==> src/gnll_pkg.sv <==
// ----------------------------------------------------------------------------
// Gaussian NLL loss package
// Shared types, datapath command codes, constants and helper functions.
// ----------------------------------------------------------------------------
package gnll_pkg;

	localparam int COUNT_BITS = 24;
	localparam int LN2_Q16    = 45426;
	localparam int NUM_W      = 65;
	localparam int DEN_W      = 33;
	localparam int DIV_STEPS  = NUM_W;
	localparam int CNT_W      = $clog2(DIV_STEPS);

	// Register indexes of the configuration port.
	localparam logic [1:0] REG_EPS         = 2'd0;
	localparam logic [1:0] REG_GRAD_SCALE  = 2'd1;
	localparam logic [1:0] REG_LOSS_OFFSET = 2'd2;
	localparam logic [1:0] REG_GRAD_SELECT = 2'd3;

	// Datapath operations.
	localparam logic [3:0] OP_NONE      = 4'd0;
	localparam logic [3:0] OP_LOAD      = 4'd1;
	localparam logic [3:0] OP_MUL       = 4'd2;
	localparam logic [3:0] OP_DIV_START = 4'd3;
	localparam logic [3:0] OP_DIV_STEP  = 4'd4;
	localparam logic [3:0] OP_LOG_START = 4'd5;
	localparam logic [3:0] OP_LOG_NORM  = 4'd6;
	localparam logic [3:0] OP_LOG_ITER  = 4'd7;
	localparam logic [3:0] OP_ACC       = 4'd8;
	localparam logic [3:0] OP_CALC_W    = 4'd9;
	localparam logic [3:0] OP_FINISH    = 4'd10;

	// Operand selects for the multiplier and the divider.
	localparam logic [2:0] SEL_SQ   = 3'd0;
	localparam logic [2:0] SEL_MG   = 3'd1;
	localparam logic [2:0] SEL_R    = 3'd2;
	localparam logic [2:0] SEL_A    = 3'd3;
	localparam logic [2:0] SEL_LOSS = 3'd4;
	localparam logic [2:0] SEL_R2   = 3'd5;
	localparam logic [2:0] SEL_WLO  = 3'd6;
	localparam logic [2:0] SEL_WHI  = 3'd7;

	typedef struct packed {
		logic [3:0] op;
		logic [2:0] sel;
	} gnll_cmd_t;

	typedef struct packed {
		logic div_last;
		logic norm_done;
		logic iter_done;
		logic last;
		logic out_free;
	} gnll_status_t;

	typedef struct packed {
		logic [30:0] eps;
		logic [31:0] grad_scale;
		logic [31:0] loss_offset;
		logic [1:0]  grad_select;
	} gnll_cfg_t;

	// ln(1 + 2^-i) in Q16.16.
	function automatic logic [15:0] ln_tab(input logic [4:0] i);
		logic [15:0] r;
		case (i)
			5'd1:    r = 16'd26573;
			5'd2:    r = 16'd14624;
			5'd3:    r = 16'd7719;
			5'd4:    r = 16'd3973;
			5'd5:    r = 16'd2017;
			5'd6:    r = 16'd1016;
			5'd7:    r = 16'd510;
			5'd8:    r = 16'd256;
			5'd9:    r = 16'd128;
			5'd10:   r = 16'd64;
			5'd11:   r = 16'd32;
			5'd12:   r = 16'd16;
			5'd13:   r = 16'd8;
			5'd14:   r = 16'd4;
			5'd15:   r = 16'd2;
			5'd16:   r = 16'd1;
			default: r = 16'd0;
		endcase
		return r;
	endfunction

	// Applies a sign to a magnitude and saturates to 32 bits.
	function automatic logic [31:0] sat_mag(input logic [64:0] mag, input logic neg);
		logic [31:0] r;
		if (neg) begin
			r = (mag >= 65'h0_8000_0000) ? 32'h8000_0000 : (~mag[31:0] + 32'd1);
		end else begin
			r = (mag >= 65'h0_7fff_ffff) ? 32'h7fff_ffff : mag[31:0];
		end
		return r;
	endfunction

endpackage

==> src/gnll_ctrl.sv <==
// ----------------------------------------------------------------------------
// Gaussian NLL loss controller
// Sequences the shared multiplier, divider and log unit for one item.
// ----------------------------------------------------------------------------
module gnll_ctrl (
	input  logic                   clk,
	input  logic                   arst_n,
	input  logic                   in_valid,
	output logic                   busy,
	input  gnll_pkg::gnll_status_t status,
	output gnll_pkg::gnll_cmd_t    cmd
);

	localparam logic [4:0] S_IDLE = 5'd0;
	localparam logic [4:0] S_MSQ  = 5'd1;
	localparam logic [4:0] S_SSQ  = 5'd2;
	localparam logic [4:0] S_DSQ  = 5'd3;
	localparam logic [4:0] S_MMG  = 5'd4;
	localparam logic [4:0] S_SMG  = 5'd5;
	localparam logic [4:0] S_DMG  = 5'd6;
	localparam logic [4:0] S_LNS  = 5'd7;
	localparam logic [4:0] S_LNN  = 5'd8;
	localparam logic [4:0] S_LNI  = 5'd9;
	localparam logic [4:0] S_ACC  = 5'd10;
	localparam logic [4:0] S_SR   = 5'd11;
	localparam logic [4:0] S_DR   = 5'd12;
	localparam logic [4:0] S_MR2  = 5'd13;
	localparam logic [4:0] S_SA   = 5'd14;
	localparam logic [4:0] S_DA   = 5'd15;
	localparam logic [4:0] S_MW   = 5'd16;
	localparam logic [4:0] S_MWL  = 5'd17;
	localparam logic [4:0] S_MWH  = 5'd18;
	localparam logic [4:0] S_SL   = 5'd19;
	localparam logic [4:0] S_DL   = 5'd20;
	localparam logic [4:0] S_FIN  = 5'd21;

	logic [4:0] state_q;
	logic [4:0] state_d;

	assign busy = (state_q != S_IDLE);

	always_comb begin
		state_d  = state_q;
		cmd.op   = gnll_pkg::OP_NONE;
		cmd.sel  = gnll_pkg::SEL_SQ;
		case (state_q)
			S_IDLE: begin
				if (in_valid) begin
					cmd.op  = gnll_pkg::OP_LOAD;
					state_d = S_MSQ;
				end
			end
			S_MSQ: begin
				cmd.op  = gnll_pkg::OP_MUL;
				cmd.sel = gnll_pkg::SEL_SQ;
				state_d = S_SSQ;
			end
			S_SSQ: begin
				cmd.op  = gnll_pkg::OP_DIV_START;
				cmd.sel = gnll_pkg::SEL_SQ;
				state_d = S_DSQ;
			end
			S_DSQ: begin
				cmd.op = gnll_pkg::OP_DIV_STEP;
				if (status.div_last) state_d = S_MMG;
			end
			S_MMG: begin
				cmd.op  = gnll_pkg::OP_MUL;
				cmd.sel = gnll_pkg::SEL_MG;
				state_d = S_SMG;
			end
			S_SMG: begin
				cmd.op  = gnll_pkg::OP_DIV_START;
				cmd.sel = gnll_pkg::SEL_MG;
				state_d = S_DMG;
			end
			S_DMG: begin
				cmd.op = gnll_pkg::OP_DIV_STEP;
				if (status.div_last) state_d = S_LNS;
			end
			S_LNS: begin
				cmd.op  = gnll_pkg::OP_LOG_START;
				state_d = S_LNN;
			end
			S_LNN: begin
				if (status.norm_done) begin
					state_d = S_LNI;
				end else begin
					cmd.op = gnll_pkg::OP_LOG_NORM;
				end
			end
			S_LNI: begin
				cmd.op = gnll_pkg::OP_LOG_ITER;
				if (status.iter_done) state_d = S_ACC;
			end
			S_ACC: begin
				cmd.op  = gnll_pkg::OP_ACC;
				state_d = S_SR;
			end
			S_SR: begin
				cmd.op  = gnll_pkg::OP_DIV_START;
				cmd.sel = gnll_pkg::SEL_R;
				state_d = S_DR;
			end
			S_DR: begin
				cmd.op = gnll_pkg::OP_DIV_STEP;
				if (status.div_last) state_d = S_MR2;
			end
			S_MR2: begin
				cmd.op  = gnll_pkg::OP_MUL;
				cmd.sel = gnll_pkg::SEL_R2;
				state_d = S_SA;
			end
			S_SA: begin
				cmd.op  = gnll_pkg::OP_DIV_START;
				cmd.sel = gnll_pkg::SEL_A;
				state_d = S_DA;
			end
			S_DA: begin
				cmd.op = gnll_pkg::OP_DIV_STEP;
				if (status.div_last) state_d = S_MW;
			end
			S_MW: begin
				cmd.op  = gnll_pkg::OP_CALC_W;
				state_d = S_MWL;
			end
			S_MWL: begin
				cmd.op  = gnll_pkg::OP_MUL;
				cmd.sel = gnll_pkg::SEL_WLO;
				state_d = S_MWH;
			end
			S_MWH: begin
				cmd.op  = gnll_pkg::OP_MUL;
				cmd.sel = gnll_pkg::SEL_WHI;
				state_d = status.last ? S_SL : S_FIN;
			end
			S_SL: begin
				cmd.op  = gnll_pkg::OP_DIV_START;
				cmd.sel = gnll_pkg::SEL_LOSS;
				state_d = S_DL;
			end
			S_DL: begin
				cmd.op = gnll_pkg::OP_DIV_STEP;
				if (status.div_last) state_d = S_FIN;
			end
			S_FIN: begin
				if (status.out_free) begin
					cmd.op  = gnll_pkg::OP_FINISH;
					state_d = S_IDLE;
				end
			end
			default: state_d = S_IDLE;
		endcase
	end

	always_ff @(posedge clk or negedge arst_n) begin
		if (!arst_n) begin
			state_q <= S_IDLE;
		end else begin
			state_q <= state_d;
		end
	end

	// A result waiting on a blocked output keeps the sequencer parked.
	a_fin_hold: assert property (@(posedge clk) disable iff (!arst_n)
		(state_q == S_FIN && !status.out_free) |=> (state_q == S_FIN))
		else $error("finish left while output register still occupied");

	// The loss divide only runs for the final element of a set.
	a_loss_last: assert property (@(posedge clk) disable iff (!arst_n)
		(state_q == S_SL) |-> status.last)
		else $error("loss divide started for an element that is not last");

	// A new item is only taken from the idle state.
	a_load_idle: assert property (@(posedge clk) disable iff (!arst_n)
		(cmd.op == gnll_pkg::OP_LOAD) |=> (state_q == S_MSQ))
		else $error("load did not start the sequence");

endmodule

==> config.mk <==
export PLATFORM = sky130hd
export DESIGN_NAME = gnll_ctrl
export DESIGN_NICKNAME = d
export VERILOG_FILES = /design/src/gnll_pkg.sv /design/src/gnll_ctrl.sv
export SDC_FILE = /design/constraint.sdc
export NUM_CORES = 1
export LEC_CHECK = 0
export BUFFER_PORTS_ARGS = -buffer_cell sky130_fd_sc_hd__buf_4
export CAP_MARGIN = 20
export CORE_MARGIN = 3
export CORE_UTILIZATION = 52
export CTS_CLUSTER_DIAMETER = 200
export DETAILED_ROUTE_END_ITERATION = 6
export PLACE_DENSITY = 0.77
export SYNTH_ARGS = -nofsm -noshare
export SYNTH_HDL_FRONTEND = slang
export SYNTH_SLANG_ARGS = --single-unit
==> constraint.sdc <==
create_clock -name clk -period 2.1 [get_ports clk]
set_input_delay 0.315 -clock clk [delete_from_list [all_inputs] [get_ports clk]]
set_output_delay 0.315 -clock clk [all_outputs]
set_load 0.05 [all_outputs]
* Yosys cells after proc, flatten, opt, wreduce, memory -nomap -nowiden *
Cells that the tools add are included.

word-level totals
  register bits after elaboration = 5
  input bits = 8
  logic and storage cells = 54

cells by class
  eq/ne operators = 30
  muxes and demuxes = 16
  reductions and logical operators = 7

operator list
  operator                                                         count
  5-bit one-hot mux with 22 select lines                           1
  5-bit 2-to-1 mux                                                 9
  5-bit by 4-bit == test with 1-bit output, second input constant  8
  4-bit one-hot mux with 10 select lines                           1
  5-bit == test, second input constant                             6
  3-bit one-hot mux with 7 select lines                            1
  5-bit by 3-bit == test with 1-bit output, second input constant  4
  2-bit != test, second input constant                             9
  5-bit OR reduction                                               3
  5-bit by 2-bit == test with 1-bit output, second input constant  2
  9-bit AND reduction                                              1
  3-bit 2-to-1 mux                                                 2
  5-bit by 1-bit == test with 1-bit output, second input constant  1
  5-bit logical NOT                                                1
  5-bit nonzero test                                               1
  4-bit 2-to-1 mux                                                 1
  2-bit OR reduction                                               1
  1-bit 2-to-1 mux                                                 1

* Depth between registers and ports, before layout *
Gate-level depths: netlist of run 1.

  word-level depth = 3
  depth in mapped cells = 6

* Worst setup path before layout of run 1 *
No wires, ideal clock.

  kind = flip-flop to output port
  start = register state_q[0]
  end = output port cmd[0] in the netlist's numbering
  arrival time = 2.105 ns
  required time = 1.785 ns
  slack = -0.320 ns
  cell stages (with the launch flop) = 5
  buffers on the path = 2
  path through = dfrtp_1 buf_2 buf_2 nor2_1 o32ai_1

RTL lines
  item                      RTL line          RTL
  start: declaration        gnll_ctrl.sv:37   logic [4:0] state_q;
  start signal: assignment  gnll_ctrl.sv:160  state_q <= state_d;
  end: declaration          gnll_ctrl.sv:11   output gnll_pkg::gnll_cmd_t cmd

==> results of run 1 <==
==> what timing repair did <==
item / 4_1_cts / 5_1_grt
endpoints found under the hold margin: 5 / 0
buffers inserted: 1 / 10
setup endpoints to repair: 3 / 4
hold buffers: 1 / 0
gates cloned: 0 / 0
pin swaps: 0 / 3
resized for setup: 8 / 7
==> worst max-delay path: stages (launching register included) <==
cell     delay, ns
dfrtp_2       0.47
buf_4         0.19
nor2_1        0.29
nand2_1       0.12
o21ai_0       0.13
a32o_1        0.16
buf_4         0.19
==> cells in the final DEF (no fill, tap or decap), drive strengths merged, types with 2 or more instances in the layout <==
master  instances
a21oi           6
nor3            2
mux2            2
nor2           11
buf            38
clkbuf          4
nor2b           5
a22o            2
a41oi           2
nand2          10
o22ai           4
mux2i           3
a32o            2
dfrtp           5
nand3           3
nand2b          3
inv             2
o21ai           8
a22oi           2
==> metal layers <==
layer  routed length [um]  GRT usage, %  up-vias
met5                    0             0        -
met4                  103         6.627        0
met3                  219         4.237       14
met2                 1403         43.07       74
met1                 1072         33.33      446
li1                     -             -      436
==> logic make-up after synthesis <==
kind of cell,after synthesis
AND/OR/NAND/NOR,38
XOR/XNOR,1
adder cells (fa/ha/maj),1
AO/OA/AOI/OAI,37
flip-flops,5
multiplexers,5
buffers and inverters,12
==> per-stage QoR <==
step                instance area [um^2]  hold WS [ns]  util [%]  setup TNS, ns
floorplan                          735.7       0.01941         -              0
global placement                   893.4        0.1159     74.38              0
detailed placement                 893.4        0.1186     74.38              0
CTS                                952.2        0.4239     79.27              0
global route                        1070        0.4142     89.06        -0.2550
finish                              1070        0.4014     89.06       -0.01918
==> how the worst max path moves through the flow <==
| stage | from | to | slack, ns | cells past startpoint |
|---|---|---|---|---|
| after CTS | state_q[3]$_DFFE_PN0P_ | cmd[4] | 0.009 | 6 |
| after detailed placement | state_q[1]$_DFFE_PN0P_ | cmd[4] | 0.14 | 5 |
| after global routing | state_q[2]$_DFFE_PN0P_ | cmd[2] | -0.11 | 6 |
| after floorplan | state_q[1]$_DFFE_PN0P_ | cmd[1] | 0.02 | 6 |
| after global placement | state_q[1]$_DFFE_PN0P_ | state_q[0]$_DFFE_PN0P_ | 0.18 | 6 |
| final | state_q[2]$_DFFE_PN0P_ | cmd[2] | -0.02 | 6 |
==> area by class of cell <==
cell class	count	area, um^2	area share, %
multi-input cells	82	568.0	53.10
repair buffers	39	319.1	29.82
flip-flops and latches	5	131.4	12.28
clock buffers	4	26.28	2.456
well taps	14	17.52	1.637
inverters	2	7.507	0.7018
==> results by group, run 1 <==
STA
  – Setup skew after layout: roughly 0.00019 ns
  – Slew @ Worst Pin: between 0.3 and 0.4 ns
  – Max_slew headroom: ~77%
  – Period minus WS final: about 2.1 ns
  – Max-slew violation count: 0
  – RSZ-0062 raised after global routing: true
  – Post-route setup slack: -0.01918 ns
  – Fin crit share: 100.9%
  – Highest clock rate: between 0.4 and 0.5 GHz
  – Final setup fails: 1
  – Final Hold Vio Count: 0

Status
  – Failing checks: setup timing
  – Status: complete, but fails checks

Global routing
  – Initial antenna violation count: 0
  – Vias in the first global route: roughly 800
  – Largest net degree at the start of global routing: 15
  – Total GRT Usage: between 20% and 30%
  – Total global routing overflow: 0
  – Wire length of the first global-routing pass: roughly 3700 um

Yosys
  – XOR/XNOR Fraction of Synth Area: under 10%
  – Mapped cell area: about 720 um^2
  – Largest family of logic cells by synthesized area: compound AO/OA/AOI/OAI gates
  – Post-synthesis compound-gate area fraction: between 30% and 40%
  – Post-Synth Simple-Gate Area: between 20% and 30%
  – Adder-Cell Fraction of Synth Area: 1.386%
  – #FFs+latches synth: 5
  – Area leader, netlist: dfrtp_1
  – Post-synth top flop: dfrtp_1
  – Syn nets: around 110
  – Syn Area/Cell: around 7.3 um^2
  – Asr flop ratio synth: 100.0%
  – Post-synthesis sequential area ratio: between 10% and 20%
  – Synth top area cells: dfrtp_1, nor2_1, nand2_1, o21ai_0, a21oi_1
  – Synth unique cells: 41
  – Warnings from Yosys: 0
  – Most common library cells after synthesis: nor2_1, nand2_1, o21ai_0, a21oi_1
  – Post-synth EDFFs: 0
  – Post-Syn Instances: between 90 and 100
  – Top-count cell post-synth: nor2_1
  – Synth top area share: about 17%
  – Mux share of post-synthesis cell area: 7.799%

Worst hold path
  – Min-Delay Path Class: in -> async

Layout
  – Max reg flops: 5
  – Diodes inserted: 0
  – Area growth syn-to-layout: 48.18%
  – Nets: 141
  – Top Registers: state_q x5
  – Layout cells sized above 1: approximately 46%
  – Fillers: 61
  – Top reg by flops: state_q
  – Finished Layout Cells: 146

Route
  – Remaining DRCs: 0
  – First DRT Iteration DRCs: 79
  – Wirelength per Cell: roughly 19 um
  – Vias: 970
  – ANT nets after route: 0
  – Via-to-Cell Ratio: 6.644
  – Iteration count of the initial detailed-routing pass: 4
  – Final wirelength: about 2800 um

Critical path
  – Crit Path Max Fanout: 9
  – Worst Path Arrival: 1.80 ns
  – Kind of critical path: reg -> out
  – R2r endpoint: state_q[0]$_DFFE_PN0P_
  – Flop-to-flop setup slack: approximately 0.17 ns
  – Crit. End Element: output pin
  – Startpoint types: flop
  – Worst reg-to-reg path cell count: 7
  – CP required: around 1.8 ns
  – Reg2reg start: state_q[1]$_DFFE_PN0P_

Floorplanning
  – Num rows: 12
  – Initial core utilization: about three fifths
  – Ports: 16
  – Die Wd: roughly 43 um
  – Core box area: 1201 um^2
  – Die Area: 1871 um^2
  – Die Ht: 43.26 um

Place
  – Global placer's final weighted congestion: 0.9266
  – IO buf count: 15
  – Hpwl dp: 1647 um
  – Dpl ws: between 0.1 and 0.15 ns
  – Placed Cells: 130

Run
  – Max Cap Viol: 0

Clock network
  – Total CTS buffers: 3
  – H-tree levels: 1
  – Reg clk slew, reported paths: about 0.040 ns
  – # clock sinks: 5
  – Clk_lat worst skew: approximately 0.24 ns
  – CTS tree: yes
  – CTS max path bufs: 2
  – Root Driver: clkbuf_4
Power of run 1 is left out: the tool's default activity adds up to more than one toggle a clock period on the data nets, which glitch-free logic cannot reach.
==> run 2: changes to the inputs <==
==> constraint.sdc (replaced) <==
create_clock -name clk -period 2.1 [get_ports clk]
set_input_delay 0 -clock clk [delete_from_list [all_inputs] [get_ports clk]]
set_output_delay 0 -clock clk [all_outputs]
set_load 0.05 [all_outputs]
==> results by group, run 2 (same netlist as run 1, synthesis figures left out) <==
Route
  – Iteration count of the initial detailed-routing pass: 4 (unchanged)
  – Final wirelength: 2182 um (-22%)
  – Remaining DRCs: 0 (unchanged)
  – Via-to-Cell Ratio: 6.442 (-3.0%)
  – First DRT Iteration DRCs: 51 (-35%)
  – ANT nets after route: 0 (unchanged)
  – Wirelength per Cell: 16.91 um (-12%)
  – Vias: 831 (-14%)

Critical path
  – Worst Path Arrival: 2.00 ns (+0.20 ns)
  – CP required: 2.10 ns (+0.32 ns)
  – Flop-to-flop setup slack: 0.27 ns (+0.10 ns)
  – Kind of critical path: reg -> out
  – Crit. End Element: output pin
  – Critical path buffers and inverters: 1 (-1)
  – CP peak stage delay: 0.52 ns (+0.05 ns)
  – Top delay family on crit path: compound AO/OA/AOI/OAI gates
  – Slowest cell on crit path: dfrtp_1
  – Crit Path Max Fanout: 13 (+4)
  – Startpoint types: flop
  – Worst path cell trace: nor2b_1 -> mux2_2 -> a22oi_1 -> o22ai_1 -> a31o_2 -> buf_4

Clock network
  – # clock sinks: 5 (unchanged)
  – Root Driver: clkbuf_4
  – CTS max path bufs: 2 (unchanged)
  – CTS tree: yes
  – Clk_lat worst skew: 0.26 ns (+0.02 ns)
  – Total CTS buffers: 3 (unchanged)
  – Reg clk slew, reported paths: 0.05 ns (about the same)
  – Post-CTS Setup Inserts: 0 (-1)
  – H-tree levels: 1 (unchanged)

Global routing
  – Gr busiest metal: met2
  – Vias in the first global route: 750 (-5.7%)
  – Met1 Use GR: 33.83% (+0.50 points)
  – Met2 Resource Use GR: 37.76% (-5.3 points)
  – Initial antenna violation count: 0 (unchanged)
  – Met3 GRT Util: 5.932% (+1.7 points)
  – Largest net degree at the start of global routing: 16 (+1)
  – Total GRT Usage: 24.62% (-1.0 points)
  – Wire length of the first global-routing pass: 3498 um (-5.2%)
  – Total global routing overflow: 0 (unchanged)

STA
  – Fin crit share: 95.01% (-5.9 points)
  – Highest clock rate: 0.5012 GHz (+6.2%)
  – Setup skew after layout: 0.01046 ns (+0.01027 ns)
  – RSZ-0062 raised after global routing: false
  – Max-slew violation count: 0 (unchanged)
  – Final setup fails: 0 (-1)
  – Final Hold Vio Count: 0 (unchanged)
  – Slew @ Worst Pin: 0.4122 ns (+0.07086 ns)
  – Max_slew headroom: 72.52% (-4.7 points)
  – TNS Setup: 0 ns (+0.01918 ns)
  – Period minus WS final: 1.995 ns (-0.1240 ns)
  – Post-route setup slack: 0.1048 ns (+0.1240 ns)

Status
  – Status: complete, no violations

Worst hold path
  – Min-Delay Path Class: in -> async

Floorplanning
  – Die Wd: 43.26 um (unchanged)
  – Die Ht: 43.26 um (unchanged)
  – Die Area: 1871 um^2 (unchanged)
  – Num rows: 12 (unchanged)
  – Ports: 16 (unchanged)
  – Core box area: 1201 um^2 (unchanged)
  – Initial core utilization: 60.10% (unchanged)

Layout
  – Area growth syn-to-layout: 22.18%
  – Top Registers: state_q x5
  – Max reg flops: 5 (unchanged)
  – Commonest non-fill, non-tap cell in the layout: buf_4
  – Layout cells sized above 1: 29.57% (-17 points)
  – Commonest non-fill, non-tap cells in the layout: buf_4, nor2_1, nand2_1
  – Top reg by flops: state_q
  – Diodes inserted: 0 (unchanged)
  – Nets: 124 (-12%)

Place
  – IO buf count: 15 (unchanged)
  – Dpl ws: 0.3050 ns (+0.1611 ns)
  – Global placer's final weighted congestion: 0.8524 (-8.0%)
  – Hpwl dp: 1574 um (-4.5%)

Run
  – Max Cap Viol: 0 (unchanged)
run 2: changes by cell type in the layout (fill, tap and decap cells not counted), moves of 3 or more:
cell     before  now
buf_4        34   21
dfrtp_1       0    4
dfrtp_2       5    1
buf_6         3    0
run 2: routing by layer:
layer | wire length (um) | share of wire, %
met5 | 0 | 0
met4 | 30 | 1.4
met3 | 147 | 6.7
met2 | 1024 | 47
met1 | 980 | 45
run 2: cell type report:
class,instances,area [um^2]
fill,95,319.1
timing repair buffer,22,167.7
inverter,2,7.507
multi-input combinational,82,536.8
sequential,5,126.4
clock buffer,4,26.28
tap,14,17.52
run 2: final timing paths:
check                                  startpoint                      to  cells past startpoint
hold reg to reg            state_q[4]$_DFFE_PN0P_  state_q[3]$_DFFE_PN0P_                      1
min in group clk                        status[4]  state_q[4]$_DFFE_PN0P_                      3
setup / recovery           state_q[3]$_DFFE_PN0P_                  cmd[4]                      6
hold / removal                             arst_n  state_q[4]$_DFFE_PN0P_                      2
setup reg to reg           state_q[3]$_DFFE_PN0P_  state_q[0]$_DFFE_PN0P_                      6
max in group asynchronous                  arst_n  state_q[2]$_DFFE_PN0P_                      2
run 2: repair_timing:
action / CTS / global route
endpoints found under the hold margin: 5 / 0
gates resized for setup: 0 / 2
hold buffers: 1 / 0
setup endpoints to repair: 0 / 2
run 2: per-stage QoR:
stage               hold WS, ns  cells  area (um^2)  utilization (%)
floorplan               -0.2956     99        729.5                -
global placement        -0.1971    124        842.1            70.10
detailed placement      -0.1916    124        842.1            70.10
CTS                     0.09634    129        878.3            73.13
global route            0.09549    129        882.1            73.44
finish                  0.08226    129        882.1            73.44
run 2: worst reg2reg max path, delay by kind of cell, from the launching register on:
kind	cells	cell delay (ns)
AOI/OAI and AO/OA	1	0.19
buffers and inverters	1	0.24
DFF	1	0.52
muxes	1	0.26
and+or+nand+nor	3	0.51
Power of run 2 is left out for the same reason.
==> run 3: changes to the inputs <==
--- a/config.mk
+++ b/config.mk
@@ -5,6 +5,7 @@
 export SDC_FILE = /design/constraint.sdc
 export NUM_CORES = 1
 export LEC_CHECK = 0
+export ABC_AREA = 1
 export BUFFER_PORTS_ARGS = -buffer_cell sky130_fd_sc_hd__buf_4
 export CAP_MARGIN = 20
 export CORE_MARGIN = 3
==> results by group, run 3 <==
Status
  – Status: complete, no violations

Floorplanning
  – Num rows: 12 (unchanged)
  – Die Wd: 43.20 um (-0.15%)
  – Die Area: 1866 um^2 (-0.30%)
  – Die Ht: 43.20 um (-0.15%)
  – Initial core utilization: 59.90% (-0.21 points)
  – Core box area: 1201 um^2 (unchanged)
  – Ports: 16 (unchanged)

Layout
  – Commonest non-fill, non-tap cell in the layout: nand2_1
  – Commonest non-fill, non-tap cells in the layout: nand2_1, nand3_1, inv_1, nor2_1, buf_4
  – Diodes inserted: 0 (unchanged)
  – Fin util: 73.33% (-0.10 points)
  – Top Registers: state_q x5
  – Top reg by flops: state_q
  – Final non-filler cell area: 880.8 um^2 (-0.14%)
  – Nets: 160 (+29%)
  – Layout cells sized above 1: 21.19% (-8.4 points)
  – Max reg flops: 5 (unchanged)
  – Area growth syn-to-layout: 22.43%

Critical path
  – Crit Path Max Fanout: 11 (-2)
  – Crit. End Element: output pin
  – CP required: 2.10 ns (about the same)
  – Worst Path Arrival: 1.79 ns (-0.21 ns)
  – Startpoint types: flop
  – Kind of critical path: reg -> out

STA
  – TNS Setup: 0 ns (unchanged)
  – Period minus WS final: 1.788 ns (-0.2075 ns)
  – Fin crit share: 85.13% (-9.9 points)
  – Max-slew violation count: 0 (unchanged)
  – Highest clock rate: 0.5594 GHz (+12%)
  – Setup skew after layout: 0.007190 ns (-0.003267 ns)
  – Slew @ Worst Pin: 0.4323 ns (+0.02013 ns)
  – Final setup fails: 0 (unchanged)
  – RSZ-0062 raised after global routing: false
  – Final Hold Vio Count: 0 (unchanged)
  – Post-route setup slack: 0.3123 ns (+0.2075 ns)
  – Max_slew headroom: 71.18% (-1.3 points)

Place
  – Hpwl dp: 1660 um (+5.5%)
  – Dpl ws: 0.4469 ns (+0.1419 ns)
  – DP Area: 844.6 um^2 (+0.30%)
  – IO buf count: 15 (unchanged)
  – Global placer's final weighted congestion: 0.9325 (+9.4%)

Yosys
  – Syn nets: 140 (+31%)
  – #FFs+latches synth: 5 (unchanged)
  – Synth unique cells: 20 (-51%)
  – Warnings from Yosys: 0 (unchanged)
  – Synth top area cells: nand2_1, dfrtp_1, nand3_1, inv_1, nor2_1
  – Top-count cell post-synth: nand2_1
  – Syn Area/Cell: 5.450 um^2 (-25%)
  – Asr flop ratio synth: 100.0% (unchanged)
  – Post-synthesis sequential area ratio: 17.39% (+0.060 points)
  – Mapped cell area: 719.4 um^2 (-0.35%)
  – Synth top area share: 24.52% (+7.2 points)
  – Most common library cells after synthesis: nand2_1, nand3_1, inv_1, nor2_1, nor2_2
  – Post-Syn Instances: 132 (+33%)
  – Post-synth top flop: dfrtp_1
  – Area leader, netlist: nand2_1
  – Post-synth EDFFs: 0 (unchanged)

Route
  – Iteration count of the initial detailed-routing pass: 4 (unchanged)
  – Met3 wire length: 227 um (+54%)
  – Remaining DRCs: 0 (unchanged)
  – Final wirelength: 2057 um (-5.7%)
  – Wirelength per Cell: 12.47 um (-26%)
  – Top layer in use: met4
  – Met2 routed WL: 921 um (-10%)
  – Vias: 922 (+11%)
  – First DRT Iteration DRCs: 32 (-37%)
  – ANT nets after route: 0 (unchanged)
  – Via-to-Cell Ratio: 5.588 (-13%)
  – Length of routed wiring on met1: 862 um (-12%)

Global routing
  – Initial antenna violation count: 0 (unchanged)
  – Largest net degree at the start of global routing: 12 (-4)
  – Wire length of the first global-routing pass: 3470 um (-0.80%)
  – Vias in the first global route: 819 (+9.2%)
  – Total GRT Usage: 24.19% (-0.43 points)
  – Total global routing overflow: 0 (unchanged)

Clock network
  – Clk_lat worst skew: 0.25 ns (about the same)
  – Reg clk slew, reported paths: 0.05 ns (about the same)
  – CTS tree: yes
  – # clock sinks: 5 (unchanged)
  – CTS max path bufs: 2 (unchanged)
  – Post-CTS Setup Inserts: 0 (unchanged)
  – Total CTS buffers: 3 (unchanged)
  – Post_cts resized: 0 (unchanged)
  – Root Driver: clkbuf_4
  – H-tree levels: 1 (unchanged)

Run
  – Max Cap Viol: 0 (unchanged)

Worst hold path
  – Min-Delay Path Class: in -> async
## run 3: cells by family (layout without fill, tap and decap cells)
family          count (synthesis)  in the layout  share of synthesized area (%)
compound gates                  8              8                          8.871
flops                           5              5                          17.39
simple gates                  100            100                          63.65
buf+inv                        19             38                          10.09
## run 3: timing repair
action | in CTS | in global routing
hold endpoints to repair | 5 | 0
hold buffers | 1 | 0
endpoints found under the setup margin | 0 | 0
## run 3: critical path, stage by stage (launching register included)
cell,delay (ns)
dfrtp_1,0.60
inv_2,0.19
nand3_1,0.19
nand2_1,0.07
nor2_1,0.17
o2111ai_1,0.12
buf_4,0.21
## run 3: final timing paths
check	from	to	slack, ns	cells past startpoint
worst min register to register	state_q[0]$_DFFE_PN0P_	state_q[0]$_DFFE_PN0P_	0.59	2
worst min-delay path	arst_n	state_q[3]$_DFFE_PN0P_	0.1	2
worst max register to register	state_q[4]$_DFFE_PN0P_	state_q[4]$_DFFE_PN0P_	0.39	9
worst max-delay path	state_q[4]$_DFFE_PN0P_	cmd[3]	0.31	6
max in group asynchronous	arst_n	state_q[1]$_DFFE_PN0P_	1.89	2
min in group clk	status[4]	state_q[0]$_DFFE_PN0P_	0.15	4
## run 3: final cells by class
class / instances / area (um^2)
sequential: 5 / 125.1
tap: 14 / 17.52
fill: 110 / 320.3
timing repair buffer: 16 / 122.6
multi-input combinational: 108 / 521.8
inverter: 18 / 67.56
clock buffer: 4 / 26.28
## run 3: through the flow
stage | hold slack, ns | std cells
finish | 0.09575 | 165
global placement | -0.1990 | 160
detailed placement | -0.1967 | 160
global route | 0.1053 | 165
CTS | 0.08449 | 165
floorplan | -0.2956 | 132
## run 3: layer usage
layer	global-route usage [%]	vias up
li1	-	461
met1	31.33	401
met2	37.17	54
met3	7.627	6
met4	8.434	0
met5	0	-
Power of run 3 is left out for the same reason.
